`config.mk`:
```
export PLATFORM = sky130hd
export DESIGN_NAME = j1939_hours_and_fault_collector_unit
export DESIGN_NICKNAME = d
export VERILOG_FILES = /design/src/hdl/jhfc_pkg.sv /design/src/hdl/j1939_hours_and_fault_collector_unit.sv /design/src/hdl/jhfc_cell.sv
export SDC_FILE = /design/constraint.sdc
export NUM_CORES = 1
export LEC_CHECK = 0
export BUFFER_PORTS_ARGS = -buffer_cell sky130_fd_sc_hd__buf_2
export CAP_MARGIN = 5
export CELL_PAD_IN_SITES_DETAIL_PLACEMENT = 1
export CELL_PAD_IN_SITES_GLOBAL_PLACEMENT = 1
export CORE_MARGIN = 3
export CORE_UTILIZATION = 46
export CTS_BUF_LIST = sky130_fd_sc_hd__clkbuf_8
export CTS_CLUSTER_DIAMETER = 50
export DETAILED_ROUTE_END_ITERATION = 10
export GPL_ROUTABILITY_DRIVEN = 0
export PLACE_DENSITY_LB_ADDON = 0.1
export SKIP_CTS_REPAIR_TIMING = 1
export SYNTH_ARGS = -nofsm -noshare
export SYNTH_HDL_FRONTEND = slang
export SYNTH_SLANG_ARGS = --single-unit
export TNS_END_PERCENT = 100
```
`constraint.sdc`:
```
create_clock -name clk -period 4.1 [get_ports clk]
set_clock_uncertainty 0.2 [all_clocks]
set_input_delay 0.82 -clock clk [delete_from_list [all_inputs] [get_ports clk]]
set_output_delay 0.82 -clock clk [all_outputs]
set_load 0.005 [all_outputs]
```
`src/hdl/jhfc_pkg.sv`:
```
// ----------------------------------------------------------------------------
// jhfc_pkg: shared types and constants of the hours and fault collector
// Request and result formats, status codes, token kinds and the fault table
// geometry used by the cell chain and the top level.
// ----------------------------------------------------------------------------
package jhfc_pkg;

	// fault table geometry
	localparam int FAULT_SLOTS = 8;
	localparam int SLOT_W      = (FAULT_SLOTS > 1) ? $clog2(FAULT_SLOTS) : 1;
	localparam int USED_W      = $clog2(FAULT_SLOTS + 1);

	// field widths
	localparam int PGN_W   = 18;
	localparam int CODE_W  = 19;
	localparam int MODE_W  = 5;
	localparam int HOURS_W = 32;
	localparam int CFG_IDX_W = 1;

	// request types
	localparam logic [1:0] REQ_FRAME  = 2'd0;
	localparam logic [1:0] REQ_REPORT = 2'd1;
	localparam logic [1:0] REQ_CLEAR  = 2'd2;

	// configuration register indexes
	localparam logic [CFG_IDX_W-1:0] CFG_HOURS_PGN = 1'd0;
	localparam logic [CFG_IDX_W-1:0] CFG_FAULT_PGN = 1'd1;

	// configuration reset values
	localparam logic [PGN_W-1:0] HOURS_PGN_RST = 18'd65253;
	localparam logic [PGN_W-1:0] FAULT_PGN_RST = 18'd65226;

	// result status codes
	localparam logic [3:0] ST_IGNORED     = 4'd0;
	localparam logic [3:0] ST_HOURS_STORE = 4'd1;
	localparam logic [3:0] ST_SHORT       = 4'd2;
	localparam logic [3:0] ST_UNAVAIL     = 4'd3;
	localparam logic [3:0] ST_FAULT_ADD   = 4'd4;
	localparam logic [3:0] ST_FAULT_KNOWN = 4'd5;
	localparam logic [3:0] ST_TABLE_FULL  = 4'd6;
	localparam logic [3:0] ST_NO_CODE     = 4'd7;
	localparam logic [3:0] ST_HOURS_REC   = 4'd8;
	localparam logic [3:0] ST_FAULT_REC   = 4'd9;
	localparam logic [3:0] ST_CLEARED     = 4'd10;

	// token kinds travelling down the cell chain
	localparam logic [1:0] TK_DONE   = 2'd0;
	localparam logic [1:0] TK_PROBE  = 2'd1;
	localparam logic [1:0] TK_REPORT = 2'd2;

	// input request
	typedef struct packed {
		logic [1:0]  req_type;
		logic        is_extended;
		logic [28:0] can_id;
		logic [3:0]  byte_count;
		logic [63:0] payload;
	} req_t;

	// result item
	typedef struct packed {
		logic [3:0]         status;
		logic               hours_fresh;
		logic [HOURS_W-1:0] hours_count;
		logic [CODE_W-1:0]  fault_code;
		logic [MODE_W-1:0]  fault_mode;
		logic [2:0]         slot_index;
		logic               last;
	} rsp_t;

	// token handed from cell to cell
	typedef struct packed {
		logic              valid;
		logic [1:0]        kind;
		logic [3:0]        status;
		logic [CODE_W-1:0] code;
		logic [MODE_W-1:0] mode;
		logic [SLOT_W-1:0] idx;
		logic              hit;
		logic              last;
	} token_t;

	// table write command
	typedef struct packed {
		logic              en;
		logic [SLOT_W-1:0] idx;
		logic [CODE_W-1:0] code;
		logic [MODE_W-1:0] mode;
	} tbl_wr_t;

endpackage

```
`src/hdl/j1939_hours_and_fault_collector_unit.sv`:
```
// ----------------------------------------------------------------------------
// j1939_hours_and_fault_collector_unit: engine hours and active fault collector
// Decodes received frames, keeps the hours count and a deduplicated fault
// table in a chain of slot cells, and answers report and clear requests.
// Each token walks the whole cell chain, registered in every slot cell, before
// its result enters the output register.
// Throughput: a report gives 1 + slots_used results, one per cycle while the
// output does not stall; any other request gives one. The next request is taken
// only after the final result has entered the output register, and only while
// the output is not stalled. Output stall freezes the chain.
// Reset: clears hours, fresh flag, table fill count, the chain and restores
// the PGN registers; table entries are not cleared.
// ----------------------------------------------------------------------------
module j1939_hours_and_fault_collector_unit (
	input  logic                           clk,
	input  logic                           arst_n,
	input  logic                           in_valid,
	output logic                           in_stall,
	input  jhfc_pkg::req_t                 in_data,
	output logic                           out_valid,
	input  logic                           out_stall,
	output jhfc_pkg::rsp_t                 out_data,
	input  logic                           cfg_wr_en,
	input  logic [jhfc_pkg::CFG_IDX_W-1:0] cfg_index,
	input  logic [jhfc_pkg::PGN_W-1:0]     cfg_data
);

	localparam logic [1:0] S_IDLE   = 2'd0;
	localparam logic [1:0] S_INJECT = 2'd1;
	localparam logic [1:0] S_WAIT   = 2'd2;

	logic [1:0]                      state_q;
	logic [jhfc_pkg::SLOT_W-1:0]     cnt_q;
	logic [jhfc_pkg::PGN_W-1:0]      hours_pgn_q;
	logic [jhfc_pkg::PGN_W-1:0]      fault_pgn_q;
	logic [jhfc_pkg::HOURS_W-1:0]    hours_q;
	logic                            fresh_q;
	logic [jhfc_pkg::USED_W-1:0]     used_q;
	logic                            out_valid_q;
	jhfc_pkg::rsp_t                  out_q;

	logic                            adv;
	logic                            accept;
	logic [jhfc_pkg::PGN_W-1:0]      pgn;
	logic [7:0]                      b0;
	logic [7:0]                      b1;
	logic [7:0]                      b2;
	logic                            hours_ok;
	logic                            table_full;
	logic                            rpt_last;
	jhfc_pkg::token_t                dec_tok;
	jhfc_pkg::token_t                tok [0:jhfc_pkg::FAULT_SLOTS];
	jhfc_pkg::token_t                tail;
	jhfc_pkg::rsp_t                  rsp;
	jhfc_pkg::tbl_wr_t               wr;
	logic [jhfc_pkg::FAULT_SLOTS-1:0] occ;

	// chain moves when the output register can take a result
	assign adv      = !out_valid_q || !out_stall;
	assign in_stall = (state_q != S_IDLE) || !adv;
	assign accept   = in_valid && !in_stall;

	// frame field extraction
	assign pgn = in_data.can_id[25:8];
	assign b0  = in_data.payload[23:16];
	assign b1  = in_data.payload[31:24];
	assign b2  = in_data.payload[39:32];
	assign hours_ok = (in_data.req_type == jhfc_pkg::REQ_FRAME) && in_data.is_extended &&
		(pgn == hours_pgn_q) && (in_data.byte_count >= 4'd4) &&
		(in_data.payload[31:0] != 32'hFFFF_FFFF);

	// request decode into the first token
	always_comb begin
		dec_tok        = '0;
		dec_tok.valid  = 1'b1;
		dec_tok.kind   = jhfc_pkg::TK_DONE;
		dec_tok.status = jhfc_pkg::ST_IGNORED;
		dec_tok.last   = 1'b1;
		case (in_data.req_type)
			jhfc_pkg::REQ_FRAME: begin
				if (!in_data.is_extended) begin
					dec_tok.status = jhfc_pkg::ST_IGNORED;
				end else if (pgn == hours_pgn_q) begin
					if (in_data.byte_count < 4'd4) begin
						dec_tok.status = jhfc_pkg::ST_SHORT;
					end else if (in_data.payload[31:0] == 32'hFFFF_FFFF) begin
						dec_tok.status = jhfc_pkg::ST_UNAVAIL;
					end else begin
						dec_tok.status = jhfc_pkg::ST_HOURS_STORE;
					end
				end else if (pgn == fault_pgn_q) begin
					if (in_data.byte_count < 4'd6) begin
						dec_tok.status = jhfc_pkg::ST_SHORT;
					end else if ((b0 == 8'hFF) && (b1 == 8'hFF) && (b2 == 8'hFF)) begin
						dec_tok.status = jhfc_pkg::ST_NO_CODE;
					end else begin
						dec_tok.kind = jhfc_pkg::TK_PROBE;
						dec_tok.code = {b2[7:5], b1, b0};
						dec_tok.mode = b2[4:0];
					end
				end
			end
			jhfc_pkg::REQ_REPORT: begin
				dec_tok.status = jhfc_pkg::ST_HOURS_REC;
				dec_tok.last   = (used_q == '0);
			end
			jhfc_pkg::REQ_CLEAR: begin
				dec_tok.status = jhfc_pkg::ST_CLEARED;
			end
			default: begin
				dec_tok.status = jhfc_pkg::ST_IGNORED;
			end
		endcase
	end

	// report token for the slot under the counter
	assign rpt_last = ((jhfc_pkg::USED_W'(cnt_q) + jhfc_pkg::USED_W'(1)) == used_q);

	// chain input
	always_comb begin
		tok[0] = '0;
		case (state_q)
			S_IDLE: begin
				tok[0]       = dec_tok;
				tok[0].valid = accept;
			end
			S_INJECT: begin
				tok[0].valid = 1'b1;
				tok[0].kind  = jhfc_pkg::TK_REPORT;
				tok[0].idx   = cnt_q;
				tok[0].last  = rpt_last;
			end
			default: begin
				tok[0] = '0;
			end
		endcase
	end

	// row of slot cells
	for (genvar i = 0; i < jhfc_pkg::FAULT_SLOTS; i++) begin : g_cell
		assign occ[i] = (jhfc_pkg::USED_W'(i) < used_q);
		jhfc_cell u_cell (
			.clk      (clk),
			.arst_n   (arst_n),
			.adv      (adv),
			.slot_id  (jhfc_pkg::SLOT_W'(i)),
			.occupied (occ[i]),
			.wr       (wr),
			.tok_in   (tok[i]),
			.tok_out  (tok[i+1])
		);
	end

	assign tail       = tok[jhfc_pkg::FAULT_SLOTS];
	assign table_full = (used_q == jhfc_pkg::USED_W'(jhfc_pkg::FAULT_SLOTS));

	// result at the chain end
	always_comb begin
		rsp             = '0;
		rsp.hours_fresh = fresh_q;
		rsp.hours_count = hours_q;
		rsp.last        = tail.last;
		wr              = '0;
		wr.idx          = jhfc_pkg::SLOT_W'(used_q);
		wr.code         = tail.code;
		wr.mode         = tail.mode;
		case (tail.kind)
			jhfc_pkg::TK_PROBE: begin
				rsp.fault_code = tail.code;
				rsp.fault_mode = tail.mode;
				if (tail.hit) begin
					rsp.status     = jhfc_pkg::ST_FAULT_KNOWN;
					rsp.slot_index = 3'(tail.idx);
				end else if (!table_full) begin
					rsp.status     = jhfc_pkg::ST_FAULT_ADD;
					rsp.slot_index = 3'(used_q);
					wr.en          = tail.valid && adv;
				end else begin
					rsp.status     = jhfc_pkg::ST_TABLE_FULL;
				end
			end
			jhfc_pkg::TK_REPORT: begin
				rsp.status     = jhfc_pkg::ST_FAULT_REC;
				rsp.fault_code = tail.code;
				rsp.fault_mode = tail.mode;
				rsp.slot_index = 3'(tail.idx);
			end
			default: begin
				rsp.status = tail.status;
			end
		endcase
	end

	// sequencer
	always_ff @(posedge clk or negedge arst_n) begin
		if (!arst_n) begin
			state_q <= S_IDLE;
			cnt_q   <= '0;
		end else begin
			case (state_q)
				S_IDLE: begin
					if (accept) begin
						cnt_q <= '0;
						if ((in_data.req_type == jhfc_pkg::REQ_REPORT) && (used_q != '0)) begin
							state_q <= S_INJECT;
						end else begin
							state_q <= S_WAIT;
						end
					end
				end
				S_INJECT: begin
					if (adv) begin
						cnt_q <= cnt_q + 1'b1;
						if (rpt_last) begin
							state_q <= S_WAIT;
						end
					end
				end
				S_WAIT: begin
					if (adv && tail.valid && tail.last) begin
						state_q <= S_IDLE;
					end
				end
				default: begin
					state_q <= S_IDLE;
				end
			endcase
		end
	end

	// configuration, hours and table fill state
	always_ff @(posedge clk or negedge arst_n) begin
		if (!arst_n) begin
			hours_pgn_q <= jhfc_pkg::HOURS_PGN_RST;
			fault_pgn_q <= jhfc_pkg::FAULT_PGN_RST;
			hours_q     <= '0;
			fresh_q     <= 1'b0;
			used_q      <= '0;
		end else begin
			if (cfg_wr_en) begin
				case (cfg_index)
					jhfc_pkg::CFG_HOURS_PGN: hours_pgn_q <= cfg_data;
					jhfc_pkg::CFG_FAULT_PGN: fault_pgn_q <= cfg_data;
					default: begin
					end
				endcase
			end
			if (accept && hours_ok) begin
				hours_q <= in_data.payload[31:0];
				fresh_q <= 1'b1;
			end
			if (accept && (in_data.req_type == jhfc_pkg::REQ_CLEAR)) begin
				fresh_q <= 1'b0;
				used_q  <= '0;
			end
			if (wr.en) begin
				used_q <= used_q + 1'b1;
			end
		end
	end

	// output register
	always_ff @(posedge clk or negedge arst_n) begin
		if (!arst_n) begin
			out_valid_q <= 1'b0;
		end else if (adv) begin
			out_valid_q <= tail.valid;
		end
	end

	always_ff @(posedge clk) begin
		if (adv && tail.valid) begin
			out_q <= rsp;
		end
	end

	assign out_valid = out_valid_q;
	assign out_data  = out_q;

endmodule

```
`src/hdl/jhfc_cell.sv`:
```
// ----------------------------------------------------------------------------
// jhfc_cell: one fault table slot in the cell chain
// Holds one code and mode, marks a probe token that matches, fills a report
// token addressed to this slot and passes the token on every advance.
// ----------------------------------------------------------------------------
module jhfc_cell (
	input  logic                        clk,
	input  logic                        arst_n,
	input  logic                        adv,
	input  logic [jhfc_pkg::SLOT_W-1:0] slot_id,
	input  logic                        occupied,
	input  jhfc_pkg::tbl_wr_t           wr,
	input  jhfc_pkg::token_t            tok_in,
	output jhfc_pkg::token_t            tok_out
);

	logic [jhfc_pkg::CODE_W-1:0] code_q;
	logic [jhfc_pkg::MODE_W-1:0] mode_q;
	jhfc_pkg::token_t            tok_q;
	jhfc_pkg::token_t            tok_nxt;

	// stored entry, no reset
	always_ff @(posedge clk) begin
		if (wr.en && (wr.idx == slot_id)) begin
			code_q <= wr.code;
			mode_q <= wr.mode;
		end
	end

	// match a probe, fill a report
	always_comb begin
		tok_nxt = tok_in;
		if (tok_in.valid && (tok_in.kind == jhfc_pkg::TK_PROBE) && occupied &&
				!tok_in.hit && (code_q == tok_in.code) && (mode_q == tok_in.mode)) begin
			tok_nxt.hit = 1'b1;
			tok_nxt.idx = slot_id;
		end
		if (tok_in.valid && (tok_in.kind == jhfc_pkg::TK_REPORT) &&
				(tok_in.idx == slot_id)) begin
			tok_nxt.code = code_q;
			tok_nxt.mode = mode_q;
		end
	end

	// hand on to the neighbor
	always_ff @(posedge clk or negedge arst_n) begin
		if (!arst_n) begin
			tok_q <= '0;
		end else if (adv) begin
			tok_q <= tok_nxt;
		end
	end

	assign tok_out = tok_q;

endmodule
```
# Yosys cells after proc, flatten, opt, wreduce, memory -nomap -nowiden

Index checks and enable logic that the tools add are counted.

Bitwise logic cells: 1
Add/sub/neg operators: 3
Reduce and logical (&&, ||, !) cells: 102
Muxes and demuxes: 61
Magnitude comparators: 11
Equality and inequality tests: 65

Operator list:

| kind                   | number |
|---|---|
| $mux W24               | 13 |
| $eq A19 B19 Y1         | 8 |
| $logic_and A1 B1 Y1    | 75 |
| $pmux W27 S2           | 1 |
| $mux W4                | 12 |
| $eq A5 B5 Y1           | 8 |
| $eq A18 B18 Y1         | 2 |
| $eq A32 B32 Y1 const B | 1 |
| $ne A32 B32 Y1 const B | 1 |
| $mux W30               | 1 |
| $mux W28               | 1 |
| $eq A3 B3 Y1 const B   | 8 |
| $eq A8 B8 Y1 const B   | 3 |
| $mux W2                | 12 |
| $eq A2 B1 Y1 const B   | 11 |
| $eq A2 B2 Y1 const B   | 11 |
| $mux W3                | 7 |
| $lt A3 B4 Y1 const A   | 4 |
| $eq A3 B2 Y1 const B   | 4 |
| $pmux W3 S2            | 2 |
| $pmux W4 S3            | 1 |
| $logic_not A1 Y1       | 11 |
| $lt A1 B4 Y1 const A   | 2 |
| $lt A2 B4 Y1 const A   | 2 |
| 23 further kinds       | 42 |

Register bits: 624
Output and inout bits: 67
Input port bits: 124

# Depth between registers and ports, before layout

Depth after elaboration: 16
Depth in mapped cells: 10

# Modules after synthesis

From an unflattened synthesis, not the netlist that was laid out.

Cell total of the unflattened synthesis: 2113
Area, all modules: 27940.5 um2

Modules (own cells, without submodules):

| module                               | area each (um2) | instances | cells each | sequential area each (um2) |
|---|---|---|---|---|
| jhfc_cell                            | 2677.6          | 8         | 206        | 1621.6 |
| j1939_hours_and_fault_collector_unit | 6520.0          | 1         | 465        | 3957.5 |

# Least setup slack after synthesis

No wires, ideal clock.

Path type: input port to flip-flop
Start point: in out_stall
End point: reg g_cell[0].u_cell.code_q[0] (netlist bit) (enable)
Buffers on the path: 2
Library setup time: 0.383 ns
Data arrival time: 4.166 ns
Path slack: -0.649 ns
Stages: 6
Cell sequence: nand2_1 > and2_1 > clkbuf_1 > and2_1 > clkbuf_1 > and3_1

Cells in the longest elaborated chain, start to end: 7

RTL lines:

| element              | line                                        | RTL |
|---|---|---|
| from (decl)          | j1939_hours_and_fault_collector_unit.sv:21  | `input logic out_stall,` |
| $logic_not A1 Y1     | j1939_hours_and_fault_collector_unit.sv:59  | `assign adv = !out_valid_q \|\| !out_stall;` |
| $logic_or A1 B1 Y1   | j1939_hours_and_fault_collector_unit.sv:59  |  |
| $logic_and A1 B1 Y1  | j1939_hours_and_fault_collector_unit.sv:177 | `wr.en = tail.valid && adv;` |
| $mux W1              | j1939_hours_and_fault_collector_unit.sv:174 | `end else if (!table_full) begin` |
| $mux W1              | j1939_hours_and_fault_collector_unit.sv:171 | `if (tail.hit) begin` |
| $mux W1              | j1939_hours_and_fault_collector_unit.sv:167 | `case (tail.kind)` |
| $logic_and A1 B1 Y1  | jhfc_cell.sv:24                             | `if (wr.en && (wr.idx == slot_id)) begin` |
| to (signal assigned) | jhfc_cell.sv:25                             | `code_q <= wr.code;` |
| to (decl)            | jhfc_cell.sv:17                             | `logic [jhfc_pkg::CODE_W-1:0] code_q;` |

Every way passes these cells.
A chain may end at the register's enable or synchronous reset.

# Worst setup path after layout

Start point: reg used_q[0] (netlist bit)
End point: reg g_cell[2].u_cell.code_q[6] (netlist bit) (enable)

Cells in the longest elaborated chain, start to end: 5
Elaborated cells between the ends (all ways): 6
Those cells by class: eq/ne: 2; mux: 3; reduce/logical: 1

RTL lines:

| element                | line                                        | RTL |
|---|---|---|
| from (decl)            | j1939_hours_and_fault_collector_unit.sv:38  | `logic [jhfc_pkg::USED_W-1:0] used_q;` |
| from (signal assigned) | j1939_hours_and_fault_collector_unit.sv:257 | `used_q <= used_q + 1'b1;` |
| $eq A4 B4 Y1           | j1939_hours_and_fault_collector_unit.sv:155 | `assign table_full = (used_q == jhfc_pkg::USED_W'(jhfc_pkg::FAULT_SLOTS));` |
| $mux W1                | j1939_hours_and_fault_collector_unit.sv:174 |  |
| $mux W1                | j1939_hours_and_fault_collector_unit.sv:171 |  |
| $mux W1                | j1939_hours_and_fault_collector_unit.sv:167 |  |
| $logic_and A1 B1 Y1 *  | jhfc_cell.sv:24                             |  |
| to (signal assigned)   | jhfc_cell.sv:25                             |  |
| to (decl)              | jhfc_cell.sv:17                             |  |

Every way passes the cells marked *; elsewhere a longest branch is shown, timed or not.

==> impl_metrics.toml <==
[layout]
final_cell_mix = "nand2_1, dfrtp_1, edfxtp_1"
layout_commonest_cell = "nand2_1"
drive_above_1_share_pct = 18.25
syn_to_final_growth_pct = 14.02
final_util_pct = 53.45
stdcell_area_um2 = 30370
finalNetCount = 2441

[setup_path]
regToRegEndpoint = "g_cell[2].u_cell.code_q[6]"
critPathTopFamily = "simple AND/OR/NAND/NOR gates"
crit_buf_inv = 2
critPathMaxFanout = 24
max_stage_delay_ps = 590
cp-start-kind = "flop"
timing.rr.start = "used_q[0]"
slowest_stage = "dfrtp_1"
end_kind = "flop"
ff2ff_path_depth = 7
ff2ff_setup_slack_ps = 860
critPathKind = "reg2reg"
worstPathArrival_ps = 3380
required_ps = 4240
worstPathCellList = "inv_1 -> ha_1 -> nand3_1 -> nor3b_1 -> and2_1 -> and3_1 -> buf_4"

[grt]
grt_max_degree = 198
grt_pass1_vias = 18190
grt.total_usage_pct = 24.34
grt_pass1_wl_um = 111200
grt_overflow = 0
antenna_found_initial = 12

[run]
drv_cap = 0

[sta]
worst_slew_pin_slew_ps = 1046
fin_crit_ps = 3236
whs_ps = 191.3
tns_ps = 0
hold_viol_final = 0
relSlewSlack_pct = 29.61
rsz0062_at_grt = "no"
setup-violations-final = 0
drv_slew = 0
post-route-period-util_pct = 78.93
fmax_mhz = 309.0

[logic_synthesis]
yosysWarnings = 0
synthCells = 2105
synth.avg_cell_area_um2 = 12.65
synth.ff_latch_count = 624
synth_edf_count = 257
async_flop_share_pct = 58.81
yosysSeqAreaShare_pct = 63.56
mappedNetlistNets = 2242
synth.distinct_cells = 53
synth_ff_type = "dfrtp_1"
synth_area_um2 = 26640

[drt]
drt-pass1-iter-count = 5
totalWireLength_um = 73130
ant_nets = 0
route.vias.total = 17240
wl_per_cell_um = 23.19
first_iter_violations = 1143
drc = 0
vias_per_cell = 5.467

[power]
finalPower_uw = 16460
ir_drop_mv = 0.2910
p_leak_uw = 0.01328
power.density_nw_per_um2 = 542.0

[cts]
clockBufferDepth = 3
clk_transition_reported_paths_ps = 60
cts_tree = "yes"
h-tree-depth = 3
numClockSinks = 624
clk_latency_ps = 690
cts_buffers = 105
clockRootBuffer = "clkbuf_8"

[status]
outcome = "complete, no violations"

[hold_path]
worstHoldPathType = "in2reg"
min_path_cells = 2
min_from = "cfg_data[16]"
min_to = "hours_pgn_q[16]"

[place]
dp_hpwl_um = 49720
numPortBuffers = 154
placed_cell_area_um2 = 28340

[floorplanning]
coreArea_um2 = 56820
die_h_um = 246.6
io_pins = 191
fp.dieW_um = 246.6
die-area_um2 = 60830
num_rows = 87
start_util_pct = 46.88
[cell type report]
| cell class | count | area [µm²] |
|---|---|---|
| multi-input combinational | 1361 | 9249 |
| antenna | 4 | 10.01 |
| fill | 5839 | 26450 |
| clock inverter | 74 | 321.6 |
| sequential | 624 | 16930 |
| tap | 756 | 945.9 |
| timing repair buffer | 196 | 1161 |
| clock buffer | 123 | 1693 |
| inverter | 16 | 60.06 |
[worst max path at each step]
stage / start / end / slack (ps) / cells after the start
floorplan: out_stall / g_cell[0].u_cell.code_q[0] / 390 / 6
global placement: in_data[21] / g_cell[0].u_cell.tok_out[26] / 530 / 8
detailed placement: in_data[21] / g_cell[0].u_cell.tok_out[26] / 490 / 8
CTS: used_q[0] / g_cell[2].u_cell.code_q[6] / 850 / 7
global route: used_q[0] / g_cell[2].u_cell.code_q[8] / 680 / 7
finish: used_q[0] / g_cell[2].u_cell.code_q[6] / 860 / 7
[cells in the mapped netlist, types with 2 or more instances]
cell         n  share of area, %
inv_1       16              0.23
mux2_4      29               1.6
nand4_1     35              0.82
and3_1       8              0.19
nand2_1    355               5.0
nor3_1       8              0.15
a221oi_1    24              0.79
nand4b_1     2             0.066
nand2b_1     3             0.070
mux2_2      41               1.7
o21ai_0    195               3.7
nor2_1      64              0.90
nand3b_1     5              0.14
dfrtp_1    344                32
nor2b_1      2             0.047
buf_12       3              0.23
o22a_1      18              0.59
o41ai_1      3             0.099
buf_1       13              0.18
nor4_1      42              0.99
ha_1        13              0.61
and2_1      29              0.68
dfstp_2     23               2.3
o22ai_1      3             0.070
a31oi_1      3             0.070
o21a_1       2             0.056
xnor2_1     75               2.5
xor2_1     154               5.1
nor4bb_1     9              0.34
mux2i_1    171               6.4
a32oi_1      2             0.066
nor3b_1      6              0.17
clkbuf_1    87               1.2
nand3_1     19              0.36
o2111ai_1    2             0.066
edfxtp_1   257                29
a22o_1      15              0.49
a21o_1       3             0.085
a21oi_1      8              0.15
[kinds of logic after synthesis]
family | after synthesis | share of synthesized area, %
AOI/OAI and AO/OA | 284 | 6.426
muxes | 241 | 9.794
xor gates and xnor gates | 229 | 7.530
and+or+nand+nor | 594 | 10.18
adders and majority gates | 13 | 0.6107
DFF | 624 | 63.56
buffers and inverters | 120 | 1.902
[metrics by stage]
stage          worst slack (ps)  instances
6_report                  863.7       3154
4_1_cts                   850.2       3149
5_1_grt                   683.1       3152
3_5_place_dp              493.0       2952
3_3_place_gp              527.5       2952
2_1_floorplan             392.5       2105
[flip-flops by register name (all words and copies together), names as in the netlist]
| register | cells |
|---|---|
| out_data | 65 |
| g_cell.u_cell.tok_out | 288 |
| hours_pgn_q | 18 |
| g_cell.u_cell.mode_q | 40 |
| cnt_q | 3 |
| fault_pgn_q | 18 |
| hours_q | 32 |
| state_q | 2 |
| g_cell.u_cell.code_q | 152 |
| out_valid | 1 |
| used_q | 4 |
| fresh_q | 1 |
[where the power goes]
part / internal (µW) / switching [µW]
Combinational: 896 / 1430
Sequential: 7640 / 1230
Clock: 2780 / 2490
[routing by layer]
layer | track usage [%] | wire (µm)
met1 | 33.91 | 33080
met2 | 39.48 | 35190
met3 | 4.734 | 3499
met4 | 5.905 | 1353
met5 | 0 | 0
No activity file was read; power rests on OpenSTA's default activity.
